===== config.mk =====
export PLATFORM = sky130hd
export DESIGN_NAME = md4_message_digest
export DESIGN_NICKNAME = d
export VERILOG_FILES = /design/src/rtl/md4_pkg.sv /design/src/rtl/md4_message_digest.sv /design/src/rtl/md4_ctrl.sv /design/src/rtl/md4_dp.sv
export SDC_FILE = /design/constraint.sdc
export NUM_CORES = 2
export LEC_CHECK = 0
export BUFFER_PORTS_ARGS = -buffer_cell sky130_fd_sc_hd__clkbuf_2
export CAP_MARGIN = 20
export CORE_AREA = 2 2 371 373
export DETAILED_ROUTE_END_ITERATION = 10
export DIE_AREA = 0 0 373 375
export PLACE_DENSITY = 0.63
export SYNTH_ARGS = -nofsm -noshare
export SYNTH_HDL_FRONTEND = slang
export SYNTH_SLANG_ARGS = --single-unit

===== constraint.sdc =====
create_clock -name clock -period 15.17 [get_ports clock]
set_input_delay 0 -clock clock [delete_from_list [all_inputs] [get_ports clock]]
set_output_delay 0 -clock clock [all_outputs]
set_load 0.005 [all_outputs]

===== src/rtl/md4_pkg.sv =====
// Shared constants, command/status types and lookup functions for the MD4 digest block.
package md4_pkg;

   // Initial chaining words
   localparam logic [31:0] IV_A = 32'h67452301;
   localparam logic [31:0] IV_B = 32'hEFCDAB89;
   localparam logic [31:0] IV_C = 32'h98BADCFE;
   localparam logic [31:0] IV_D = 32'h10325476;

   // Additive constants of rounds two and three
   localparam logic [31:0] K_ROUND2 = 32'h5A827999;
   localparam logic [31:0] K_ROUND3 = 32'h6ED9EBA1;

   // Padding and block positions
   localparam logic [7:0] PAD_BYTE   = 8'h80;
   localparam logic [5:0] BLOCK_LAST = 6'h3f;
   localparam logic [5:0] LEN_POS    = 6'd56;
   localparam logic [5:0] STEP_LAST  = 6'd47;

   // Byte source codes for the block buffer write
   localparam logic [1:0] SRC_DATA = 2'd0;
   localparam logic [1:0] SRC_PAD  = 2'd1;
   localparam logic [1:0] SRC_ZERO = 2'd2;
   localparam logic [1:0] SRC_LEN  = 2'd3;

   // Controller to datapath commands
   typedef struct packed {
      logic       absorb;     // write one byte into the block buffer, count it
      logic [1:0] src;        // byte source
      logic       latch_len;  // capture message bit length
      logic       load_work;  // copy chaining value into working words
      logic       step_en;    // run one compression step
      logic [5:0] step_idx;   // step being run
      logic [5:0] rd_idx;     // step whose message word is read now
      logic       fold;       // add working words into chaining value
      logic       emit;       // load digest register, reinitialize
   } cmd_type;

   // Datapath to controller status
   typedef struct packed {
      logic [5:0] count_lo;   // byte position inside the current block
   } status_type;

   // Message word used by each step
   function automatic logic [3:0] word_index(input logic [5:0] step);
      logic [3:0] idx;
      idx = 4'd0;
      case (step[5:4])
         2'd0: idx = step[3:0];
         2'd1: idx = {step[1:0], step[3:2]};
         2'd2: idx = {step[0], step[1], step[2], step[3]};
         default: idx = 4'd0;
      endcase
      return idx;
   endfunction

   // Left rotate amount of each step
   function automatic logic [4:0] rot_amount(input logic [5:0] step);
      logic [4:0] s;
      s = 5'd3;
      case ({step[5:4], step[1:0]})
         4'b00_00: s = 5'd3;
         4'b00_01: s = 5'd7;
         4'b00_10: s = 5'd11;
         4'b00_11: s = 5'd19;
         4'b01_00: s = 5'd3;
         4'b01_01: s = 5'd5;
         4'b01_10: s = 5'd9;
         4'b01_11: s = 5'd13;
         4'b10_00: s = 5'd3;
         4'b10_01: s = 5'd9;
         4'b10_10: s = 5'd11;
         4'b10_11: s = 5'd15;
         default:  s = 5'd3;
      endcase
      return s;
   endfunction

endpackage


===== src/rtl/md4_message_digest.sv =====
// MD4 digest block, top level: valid/stall byte input, 128-bit digest output.
// A byte item is taken while not stalled; the 64th byte of a block starts a compression
// that stalls input (one word read, 48 steps of the shared step unit, one add). At the
// end of message: pad, zero and eight length bytes, one or two compressions, then the
// digest loads into the output register; the next item is taken once that is done.
// Synchronous active-high reset restores the initial chaining value and a zero byte count.
module md4_message_digest import md4_pkg::*; (
   input  logic        clock,
   input  logic        reset,
   input  logic        req_valid,
   output logic        req_stall,
   input  logic [7:0]  req_data_byte,
   input  logic        req_byte_present,
   input  logic        req_end_of_message,
   output logic        rsp_valid,
   input  logic        rsp_stall,
   output logic [63:0] rsp_digest_low,
   output logic [63:0] rsp_digest_high
);

   cmd_type    cmd;
   status_type status;

   md4_ctrl u_ctrl (
      .clock              (clock),
      .reset              (reset),
      .req_valid          (req_valid),
      .req_stall          (req_stall),
      .req_byte_present   (req_byte_present),
      .req_end_of_message (req_end_of_message),
      .rsp_valid          (rsp_valid),
      .rsp_stall          (rsp_stall),
      .cmd                (cmd),
      .status             (status)
   );

   md4_dp u_dp (
      .clock           (clock),
      .reset           (reset),
      .req_data_byte   (req_data_byte),
      .cmd             (cmd),
      .status          (status),
      .rsp_digest_low  (rsp_digest_low),
      .rsp_digest_high (rsp_digest_high)
   );

endmodule


===== src/rtl/md4_ctrl.sv =====
// Controller state machine: byte intake, padding sequence, compression steps, digest emit.
module md4_ctrl import md4_pkg::*; (
   input  logic       clock,
   input  logic       reset,
   input  logic       req_valid,
   output logic       req_stall,
   input  logic       req_byte_present,
   input  logic       req_end_of_message,
   output logic       rsp_valid,
   input  logic       rsp_stall,
   output cmd_type    cmd,
   input  status_type status
);

   localparam logic [2:0] ST_IDLE     = 3'd0;
   localparam logic [2:0] ST_PAD80    = 3'd1;
   localparam logic [2:0] ST_PADZ     = 3'd2;
   localparam logic [2:0] ST_LENB     = 3'd3;
   localparam logic [2:0] ST_CMP_RD   = 3'd4;
   localparam logic [2:0] ST_CMP_STEP = 3'd5;
   localparam logic [2:0] ST_CMP_ADD  = 3'd6;
   localparam logic [2:0] ST_EMIT     = 3'd7;

   logic [2:0] state_ff, state_in;
   logic [2:0] ret_ff, ret_in;
   logic [5:0] step_ff, step_in;
   logic       rsp_valid_ff, rsp_valid_in;
   logic       block_full;
   logic       out_free;

   assign block_full = (status.count_lo == BLOCK_LAST);
   assign out_free   = !rsp_valid_ff || !rsp_stall;
   assign req_stall  = (state_ff != ST_IDLE);
   assign rsp_valid  = rsp_valid_ff;

   // Next state and command decode
   always_comb begin
      state_in     = state_ff;
      ret_in       = ret_ff;
      step_in      = step_ff;
      rsp_valid_in = rsp_valid_ff && rsp_stall;
      cmd          = '0;
      cmd.src      = SRC_DATA;
      cmd.step_idx = step_ff;
      cmd.rd_idx   = step_ff + 6'd1;
      case (state_ff)
         ST_IDLE: begin
            if (req_valid) begin
               cmd.absorb = req_byte_present;
               if (req_byte_present && block_full) begin
                  ret_in   = req_end_of_message ? ST_PAD80 : ST_IDLE;
                  state_in = ST_CMP_RD;
               end else if (req_end_of_message) begin
                  state_in = ST_PAD80;
               end
            end
         end
         ST_PAD80: begin
            cmd.absorb    = 1'b1;
            cmd.src       = SRC_PAD;
            cmd.latch_len = 1'b1;
            ret_in        = ST_PADZ;
            state_in      = block_full ? ST_CMP_RD : ST_PADZ;
         end
         ST_PADZ: begin
            if (status.count_lo == LEN_POS) begin
               state_in = ST_LENB;
            end else begin
               cmd.absorb = 1'b1;
               cmd.src    = SRC_ZERO;
               ret_in     = ST_PADZ;
               if (block_full) begin
                  state_in = ST_CMP_RD;
               end
            end
         end
         ST_LENB: begin
            cmd.absorb = 1'b1;
            cmd.src    = SRC_LEN;
            ret_in     = ST_EMIT;
            if (block_full) begin
               state_in = ST_CMP_RD;
            end
         end
         ST_CMP_RD: begin
            cmd.load_work = 1'b1;
            cmd.rd_idx    = 6'd0;
            step_in       = 6'd0;
            state_in      = ST_CMP_STEP;
         end
         ST_CMP_STEP: begin
            cmd.step_en = 1'b1;
            step_in     = step_ff + 6'd1;
            if (step_ff == STEP_LAST) begin
               state_in = ST_CMP_ADD;
            end
         end
         ST_CMP_ADD: begin
            cmd.fold = 1'b1;
            state_in = ret_ff;
         end
         ST_EMIT: begin
            if (out_free) begin
               cmd.emit     = 1'b1;
               rsp_valid_in = 1'b1;
               state_in     = ST_IDLE;
            end
         end
         default: state_in = ST_IDLE;
      endcase
   end

   // State registers
   always_ff @(posedge clock) begin
      if (reset) begin
         state_ff     <= ST_IDLE;
         ret_ff       <= ST_IDLE;
         step_ff      <= 6'd0;
         rsp_valid_ff <= 1'b0;
      end else begin
         state_ff     <= state_in;
         ret_ff       <= ret_in;
         step_ff      <= step_in;
         rsp_valid_ff <= rsp_valid_in;
      end
   end

endmodule


===== src/rtl/md4_dp.sv =====
// Datapath: block buffer memory, byte count, bit length, chaining value, step unit, digest.
module md4_dp import md4_pkg::*; (
   input  logic         clock,
   input  logic         reset,
   input  logic [7:0]   req_data_byte,
   input  cmd_type      cmd,
   output status_type   status,
   output logic [63:0]  rsp_digest_low,
   output logic [63:0]  rsp_digest_high
);

   logic [31:0] buf_mem_ff [16];
   logic [31:0] word_ff;
   logic [60:0] count_ff, count_in;
   logic [63:0] len_ff;
   logic [31:0] cv_ff [4];
   logic [31:0] cv_in [4];
   logic [31:0] a_ff, b_ff, c_ff, d_ff;
   logic [31:0] a_in, b_in, c_in, d_in;
   logic [63:0] dig_lo_ff, dig_hi_ff;
   logic [7:0]  wr_byte;
   logic [31:0] f_val, k_val, sum, rot;
   logic [63:0] rot_wide;
   logic [4:0]  rot_s;

   assign status.count_lo = count_ff[5:0];
   assign rsp_digest_low  = dig_lo_ff;
   assign rsp_digest_high = dig_hi_ff;

   // Byte source select
   always_comb begin
      case (cmd.src)
         SRC_DATA: wr_byte = req_data_byte;
         SRC_PAD:  wr_byte = PAD_BYTE;
         SRC_ZERO: wr_byte = 8'h00;
         SRC_LEN:  wr_byte = len_ff[8*count_ff[2:0] +: 8];
         default:  wr_byte = 8'h00;
      endcase
   end

   // Block buffer: byte lane writes, registered word read
   always_ff @(posedge clock) begin
      if (cmd.absorb) begin
         buf_mem_ff[count_ff[5:2]][8*count_ff[1:0] +: 8] <= wr_byte;
      end
      word_ff <= buf_mem_ff[word_index(cmd.rd_idx)];
   end

   // Bit length, captured before the pad byte
   always_ff @(posedge clock) begin
      if (cmd.latch_len) begin
         len_ff <= {count_ff, 3'b000};
      end
   end

   // One compression step
   always_comb begin
      case (cmd.step_idx[5:4])
         2'd0: begin
            f_val = (b_ff & c_ff) | (~b_ff & d_ff);
            k_val = 32'h0;
         end
         2'd1: begin
            f_val = (b_ff & c_ff) | (b_ff & d_ff) | (c_ff & d_ff);
            k_val = K_ROUND2;
         end
         default: begin
            f_val = b_ff ^ c_ff ^ d_ff;
            k_val = K_ROUND3;
         end
      endcase
      sum      = a_ff + f_val + word_ff + k_val;
      rot_s    = rot_amount(cmd.step_idx);
      rot_wide = {sum, sum} << rot_s;
      rot      = rot_wide[63:32];
   end

   // Working words
   always_comb begin
      a_in = a_ff;
      b_in = b_ff;
      c_in = c_ff;
      d_in = d_ff;
      if (cmd.load_work) begin
         a_in = cv_ff[0];
         b_in = cv_ff[1];
         c_in = cv_ff[2];
         d_in = cv_ff[3];
      end else if (cmd.step_en) begin
         a_in = d_ff;
         b_in = rot;
         c_in = b_ff;
         d_in = c_ff;
      end
   end

   always_ff @(posedge clock) begin
      a_ff <= a_in;
      b_ff <= b_in;
      c_ff <= c_in;
      d_ff <= d_in;
   end

   // Chaining value and byte count
   always_comb begin
      cv_in[0] = cv_ff[0];
      cv_in[1] = cv_ff[1];
      cv_in[2] = cv_ff[2];
      cv_in[3] = cv_ff[3];
      count_in = count_ff;
      if (cmd.emit) begin
         cv_in[0] = IV_A;
         cv_in[1] = IV_B;
         cv_in[2] = IV_C;
         cv_in[3] = IV_D;
         count_in = '0;
      end else begin
         if (cmd.fold) begin
            cv_in[0] = cv_ff[0] + a_ff;
            cv_in[1] = cv_ff[1] + b_ff;
            cv_in[2] = cv_ff[2] + c_ff;
            cv_in[3] = cv_ff[3] + d_ff;
         end
         if (cmd.absorb) begin
            count_in = count_ff + 61'd1;
         end
      end
   end

   always_ff @(posedge clock) begin
      if (reset) begin
         cv_ff[0] <= IV_A;
         cv_ff[1] <= IV_B;
         cv_ff[2] <= IV_C;
         cv_ff[3] <= IV_D;
         count_ff <= '0;
      end else begin
         cv_ff    <= cv_in;
         count_ff <= count_in;
      end
   end

   // Digest output register
   always_ff @(posedge clock) begin
      if (cmd.emit) begin
         dig_lo_ff <= {cv_ff[1], cv_ff[0]};
         dig_hi_ff <= {cv_ff[3], cv_ff[2]};
      end
   end

endmodule


; Word-level counts from Yosys, hierarchy flattened
; Memory sizes are Yosys's and may differ from the RTL's. A register that Yosys moved wholly into a read port is not among the register bits.
; Index checks and enable logic that the tools add are counted.
; W data, S select, Z words.
[word_totals]
mem_bits_ro = 64
elab_cells = 125
reg_bits = 519
input_bits = 14
ram_bits = 512
memories = 2
[memory_table]
columns = memory, words, word_bits, rd, rd_ports_with_merged_regs, write_ports, line_no
row1 = u_dp.buf_mem_ff, 16, 32, 1, 1, 1, md4_dp.sv:12  ; logic [31:0] buf_mem_ff [16];
row2 = (no name shown), 16, 4, 1, 1, 0, md4_pkg.sv:61  ; case ({step[5:4], step[1:0]})
[op_classes]
eq_ne = 22
add_sub_neg = 10
reduce_logical = 17
mux = 44
bitwise_logic = 10
shift = 4
[ops]
columns = cell, count
row1 = $mux W32, 9
row2 = $add A32 B32 Y32, 6
row3 = $and A32 B32 Y32, 4
row4 = $or A32 B32 Y32, 3
row5 = $pmux W32 S2, 1
row6 = $shiftx A64 B7 Y8, 1
row7 = $shl A64 B5 Y64, 1
row8 = $xor A32 B32 Y32, 2
row9 = $pmux W31 S2, 1
row10 = $add A61 B1 Y61 const B, 1
row11 = $mux W3, 12
row12 = $neg A5 Y34, 1
row13 = $shift A8 B34 Y32 const A, 1
row14 = $shiftx A8 B34 Y32, 1
row15 = $add A32 B31 Y32, 1
row16 = $not A32 Y32, 1
row17 = $pmux W8 S4, 1
row18 = $pmux W3 S8, 1
row19 = $eq A6 B6 Y1 const B, 3
row20 = $eq A3 B3 Y1 const B, 4
row21 = $pmux W3 S4, 1
row22 = $pmux W4 S3, 1
row23 = $pmux W6 S2, 1
row24 = $mux W1, 11
row25 = other kinds (22), 38

; Longest topological paths before layout
[logic_depth]
ltp_word = 10
depth_mapped = 22

; Hierarchy
; A second synthesis with hierarchy kept.
[hier_totals]
hier_cells = 4896
area_unflattened_um2 = 53166.0
[modules_own_cells]
columns = module, instances, cells_each, area_each_um2, seq_area_each_um2
row1 = md4_dp, 1, 4783, 52350.2, 29318.1
row2 = md4_ctrl, 1, 113, 815.8, 260.2

; Worst setup path after synthesis
; Ideal clock, no wire load.
[synth_timing]
path_type = reg-to-reg
start = register u_ctrl.state_ff[0]
end = register u_dp.count_ff[0]
arrival_time_ns = 7.533
path_stages_with_launch = 9
path_buffers = 4
setup_time_ns = 0.128
path_slack_ns = 7.510
period_less_slack_ns = 7.660
t_required_ns = 15.042
cell_sequence = dfxtp_1 > clkbuf_1 > nand3_1 > nor2_1 > or2_2 > clkbuf_1 > clkbuf_1 > clkbuf_1 > nor2_1
[synth_lines]
columns = item, line_no
row1 = start: declaration, md4_ctrl.sv:24  ; logic [2:0] state_ff, state_in;
row2 = start signal: assignment, md4_ctrl.sv:121  ; state_ff <= state_in;
row3 = end signal: assignment, md4_dp.sv:139  ; count_ff <= count_in;
row4 = end: declaration, md4_dp.sv:14  ; logic [60:0] count_ff, count_in;

; Worst setup path after layout
[layout_timing]
start = register u_ctrl.step_ff[5]
end = register u_dp.b_ff[3], data pin
[layout_via]
elab_chain_len = 8
elab_cells_between_ends = 10
[layout_rtl]
columns = item, line_no
row1 = start: declaration, md4_ctrl.sv:26  ; logic [5:0] step_ff, step_in;
row2 = start signal: assignment, md4_ctrl.sv:123  ; step_ff <= step_in;
row3 = $eq A2 B1 Y1 / $logic_not A2 Y1 (equally long branches), md4_dp.sv:58  ; case (cmd.step_idx[5:4])
row4 = $pmux W32 S2, md4_dp.sv:58
row5 = $add A32 B32 Y32 (2 in a row), md4_dp.sv:72  ; sum = a_ff + f_val + word_ff + k_val;
row6 = $add A32 B31 Y32 *, md4_dp.sv:72
row7 = $shl A64 B5 Y64 *, md4_dp.sv:74  ; rot_wide = {sum, sum} << rot_s;
row8 = $mux W32 *, md4_dp.sv:89  ; end else if (cmd.step_en) begin
row9 = $mux W32 *, md4_dp.sv:84  ; if (cmd.load_work) begin
row10 = named net u_dp.b_in[3], md4_dp.sv:19  ; logic [31:0] a_in, b_in, c_in, d_in;
row11 = end signal: assignment, md4_dp.sv:99  ; b_ff <= b_in;
row12 = end: declaration, md4_dp.sv:18  ; logic [31:0] a_ff, b_ff, c_ff, d_ff;
; Mark *: on every way through the listed nets, which the timed path passes. The rest lies on a longest branch. The select of a mux whose other input is x is not followed.
; A chain may end at the register's enable or synchronous reset.

==> metrics.yaml <==
synthesis:
  ys_async_sr_fraction_pct: 0
  netlist_instances: 4965
  ys_types: 109
  ys.flop_type: "edfxtp_1"
  syn_area_per_cell_um2: 10.9
  syn_area_um2: 54100
  yosys_warnings: 0
  ys_seq_area_share_pct: 54.9
  ys_ff_latch: 1067
  synth-edff-count: 829
  synth_nets: 5239
sta:
  rsz0062_at_grt: "false"
  worst_slew_pin_slew_ns: 1.12
  fin_crit_sh_pct: 42.1
  fin_setup_tns_ns: 0
  slew_headroom_pct: 25.0
  post-route-min-period_ns: 6.39
  max_freq_ghz: 0.157
  fin_skew_ns: 0.0625
  finalMaxSlewViolations: 0
  finalSetupViolCount: 0
  finalHoldViolations: 0
floorplan:
  core_area_um2: 136000
  initial_core_util_pct: 39.7
  die_area_um2: 140000
  dieHeight_um: 375
  die_w_um: 373
  num_rows: 136
  io_pins: 144
drt:
  num_vias: 39300
  drcViolationCount: 0
  wl_met1_um: 66800
  route.detailed.wl_per_inst_um: 22.4
  drtPass1Iterations: 6
  routed.top_layer: "met4"
  via_per_inst: 5.69
  wl_met2_um: 71400
  routed-wl-met3_um: 10500
  ant_nets: 0
  drt_iter0_drc: 4132
  routed_wl_um: 155000
final_layout:
  drive_above_1_share_pct: 8.81
  finalNetCount: 5288
  final_common_cell: "edfxtp_1"
  stdcell_area_um2: 60200
  most-common-layout-cells: "edfxtp_1, nand2_1, a21oi_1"
  area_growth_pct: 11.3
cts:
  cts_tree: "yes"
  post_cts_buffers: 0
  root_buffer: "clkbuf_16"
  cts_sinks: 1067
  insertion_delay_ns: 0.77
  h-tree-depth: 3
  cts.repair.resized: 0
  cts_buffer_depth: 3
  clk_pin_slew_ns: 0.06
  numCtsBuffers: 107
power:
  powerDensity_nw_per_um2: 103
  ir_worst_vdd_v: 0.000101
  leakage_nw: 22.0
grt:
  grt_start_max_net_pins: 130
  grtUsageTotal_pct: 21.5
  grt_pass1_vias: 36500
  grt_first_pass_wirelength_um: 231000
  grt_overflow: 0
  antenna_found_initial: 1
placed_design:
  dpl-instance-area_um2: 56300
  portBuffers: 143
  routabilityCongestion: 0.940
  dp_hpwl_um: 108000
min_path:
  holdPathStages: 4
  hold_path.startpoint: "req_data_byte[4]"
  holdPathEnd: "u_dp.buf_mem_ff[13][20]"
  min_path_type: "input pin to register"
setup_path:
  cp_data_required_time_ns: 15.63
  critPathKind: "register to register"
  r2r_start: "u_ctrl.step_ff[5]"
  crit_fanout: 40
  cp-end-kind: "register"
  cp-start-kind: "register"
  crit_arrival_ns: 6.85
  rrSetupSlack_ns: 8.78
  reg2reg_depth: 16
  reg2reg_to: "u_dp.b_ff[3]"
status:
  status: "completed"
run:
  maxCapViolations: 0
==> layout make-up <==
| cell class | count | area, um^2 |
|---|---|---|
| Sequential cell | 1067 | 29700 |
| Tap cell | 1794 | 2240 |
| Multi-Input combinational cell | 3485 | 22800 |
| Inverter | 147 | 557 |
| Clock buffer | 152 | 3060 |
| Fill cell | 12600 | 76100 |
| Timing Repair Buffer | 206 | 1250 |
| Antenna cell | 2 | 5.00 |
| Clock inverter | 51 | 603 |
==> per-layer routing <==
metal	vias to the layer above	GRT usage, %
met5	-	0
met4	0	7.97
met3	272	3.43
met2	1478	34.7
met1	19300	29.3
li1	18300	-
==> cells by family after synthesis <==
| kind of cell | synth area share [%] |
|---|---|
| AND/OR/NAND/NOR | 13.7 |
| buffers and inverters | 3.20 |
| flip-flops | 54.9 |
| multiplexers | 3.07 |
| XOR/XNOR | 2.88 |
| AO/OA/AOI/OAI | 15.1 |
| adder cells (fa/ha/maj) | 7.16 |
==> through the flow <==
stage               utilization (%)  worst slack [ns]  cells  hold WS, ns  total power [W]
finish                         44.1              8.78   6904       0.0358          0.00618
global route                   44.1              8.31   6902       0.0453          0.00635
CTS                            44.0              8.96   6888        0.266          0.00622
detailed placement             41.3              8.99   6674        0.247          0.00351
global placement               41.3              9.04   6671        0.241          0.00351
floorplan                         -              7.51   4965        0.136          0.00342
==> where the power goes <==
part	leakage [nW]	internal, W	switching, W
Combinational	11.0	0.0000601	0.000183
Clock	1.75	0.00154	0.00118
Sequential	9.31	0.00321	0.0000101
Total	22.0	0.00481	0.00138
==> timing repair <==
item                                    4_1_cts  5_1_grt
endpoints found under the hold margin        10        1
hold buffers                                 11        1
endpoints found under the setup margin        0        0
==> flip-flops by register name, summed over array words and instances (netlist names) <==
register              cells
u_dp.buf_mem_ff         512
u_dp.cv_ff              128
u_dp.rsp_digest_high     64
u_dp.rsp_digest_low      64
u_dp.count_ff            61
u_dp.len_ff              61
u_dp.a_ff                32
u_dp.b_ff                32
u_dp.c_ff                32
u_dp.d_ff                32
u_dp.word_ff             32
u_ctrl.step_ff            6
u_dp.rot_s                4
u_ctrl.ret_ff             3
u_ctrl.state_ff           3
u_ctrl.rsp_valid          1
==> how the worst max path moves through the flow <==
stage / slack [ns] / to / from
after floorplan: 7.51 / u_dp.count_ff[0] / u_ctrl.state_ff[0]
after CTS: 8.96 / u_dp.b_ff[9] / u_ctrl.step_ff[5]
final: 8.78 / u_dp.b_ff[3] / u_ctrl.step_ff[5]
after global placement: 9.04 / u_dp.b_ff[3] / u_ctrl.step_ff[5]
after global routing: 8.31 / u_dp.b_ff[25] / u_ctrl.step_ff[5]
after detailed placement: 8.99 / u_dp.b_ff[9] / u_ctrl.step_ff[5]
==> cells in the mapped netlist (all sizes together) (9+ instances only) <==
library cell / n / area [um^2]
o31ai: 18 / 135
a31oi: 96 / 607
nor2: 358 / 1350
nor3: 67 / 335
mux4: 20 / 454
or3: 30 / 188
nand2: 811 / 3050
a22oi: 12 / 90.1
dfxtp: 238 / 4760
ha: 178 / 2230
a211oi: 217 / 1640
and2: 148 / 931
xor2: 98 / 858
nand4: 24 / 165
a311oi: 35 / 307
a211o: 10 / 87.6
nand2b: 30 / 188
inv: 146 / 548
and3: 36 / 225
nand3: 88 / 458
o2111ai: 14 / 123
o21ai: 170 / 855
o22ai: 18 / 113
a21o: 87 / 659
o211ai: 59 / 462
o21bai: 23 / 184
mux2i: 115 / 1150
o21a: 30 / 226
clkbuf: 217 / 915
nor2b: 21 / 131
a21oi: 360 / 1820
buf: 48 / 250
or2: 9 / 56.3
edfxtp: 829 / 24900
fa: 82 / 1640
xnor2: 79 / 699
==> critical path, cell delays in order (launching register included) <==
cell,delay (ns)
dfxtp_2,0.77
buf_4,0.49
or2_2,0.25
inv_1,0.24
fa_1,0.55
fa_1,0.51
inv_1,0.04
ha_1,0.41
a21oi_1,0.47
o21ai_1,0.13
a21oi_2,0.41
a21oi_1,0.12
a2111oi_0,0.73
o21ai_0,0.31
o211ai_1,0.31
o211ai_1,0.15
a22o_1,0.21
Power figures use the tool's default switching activity.
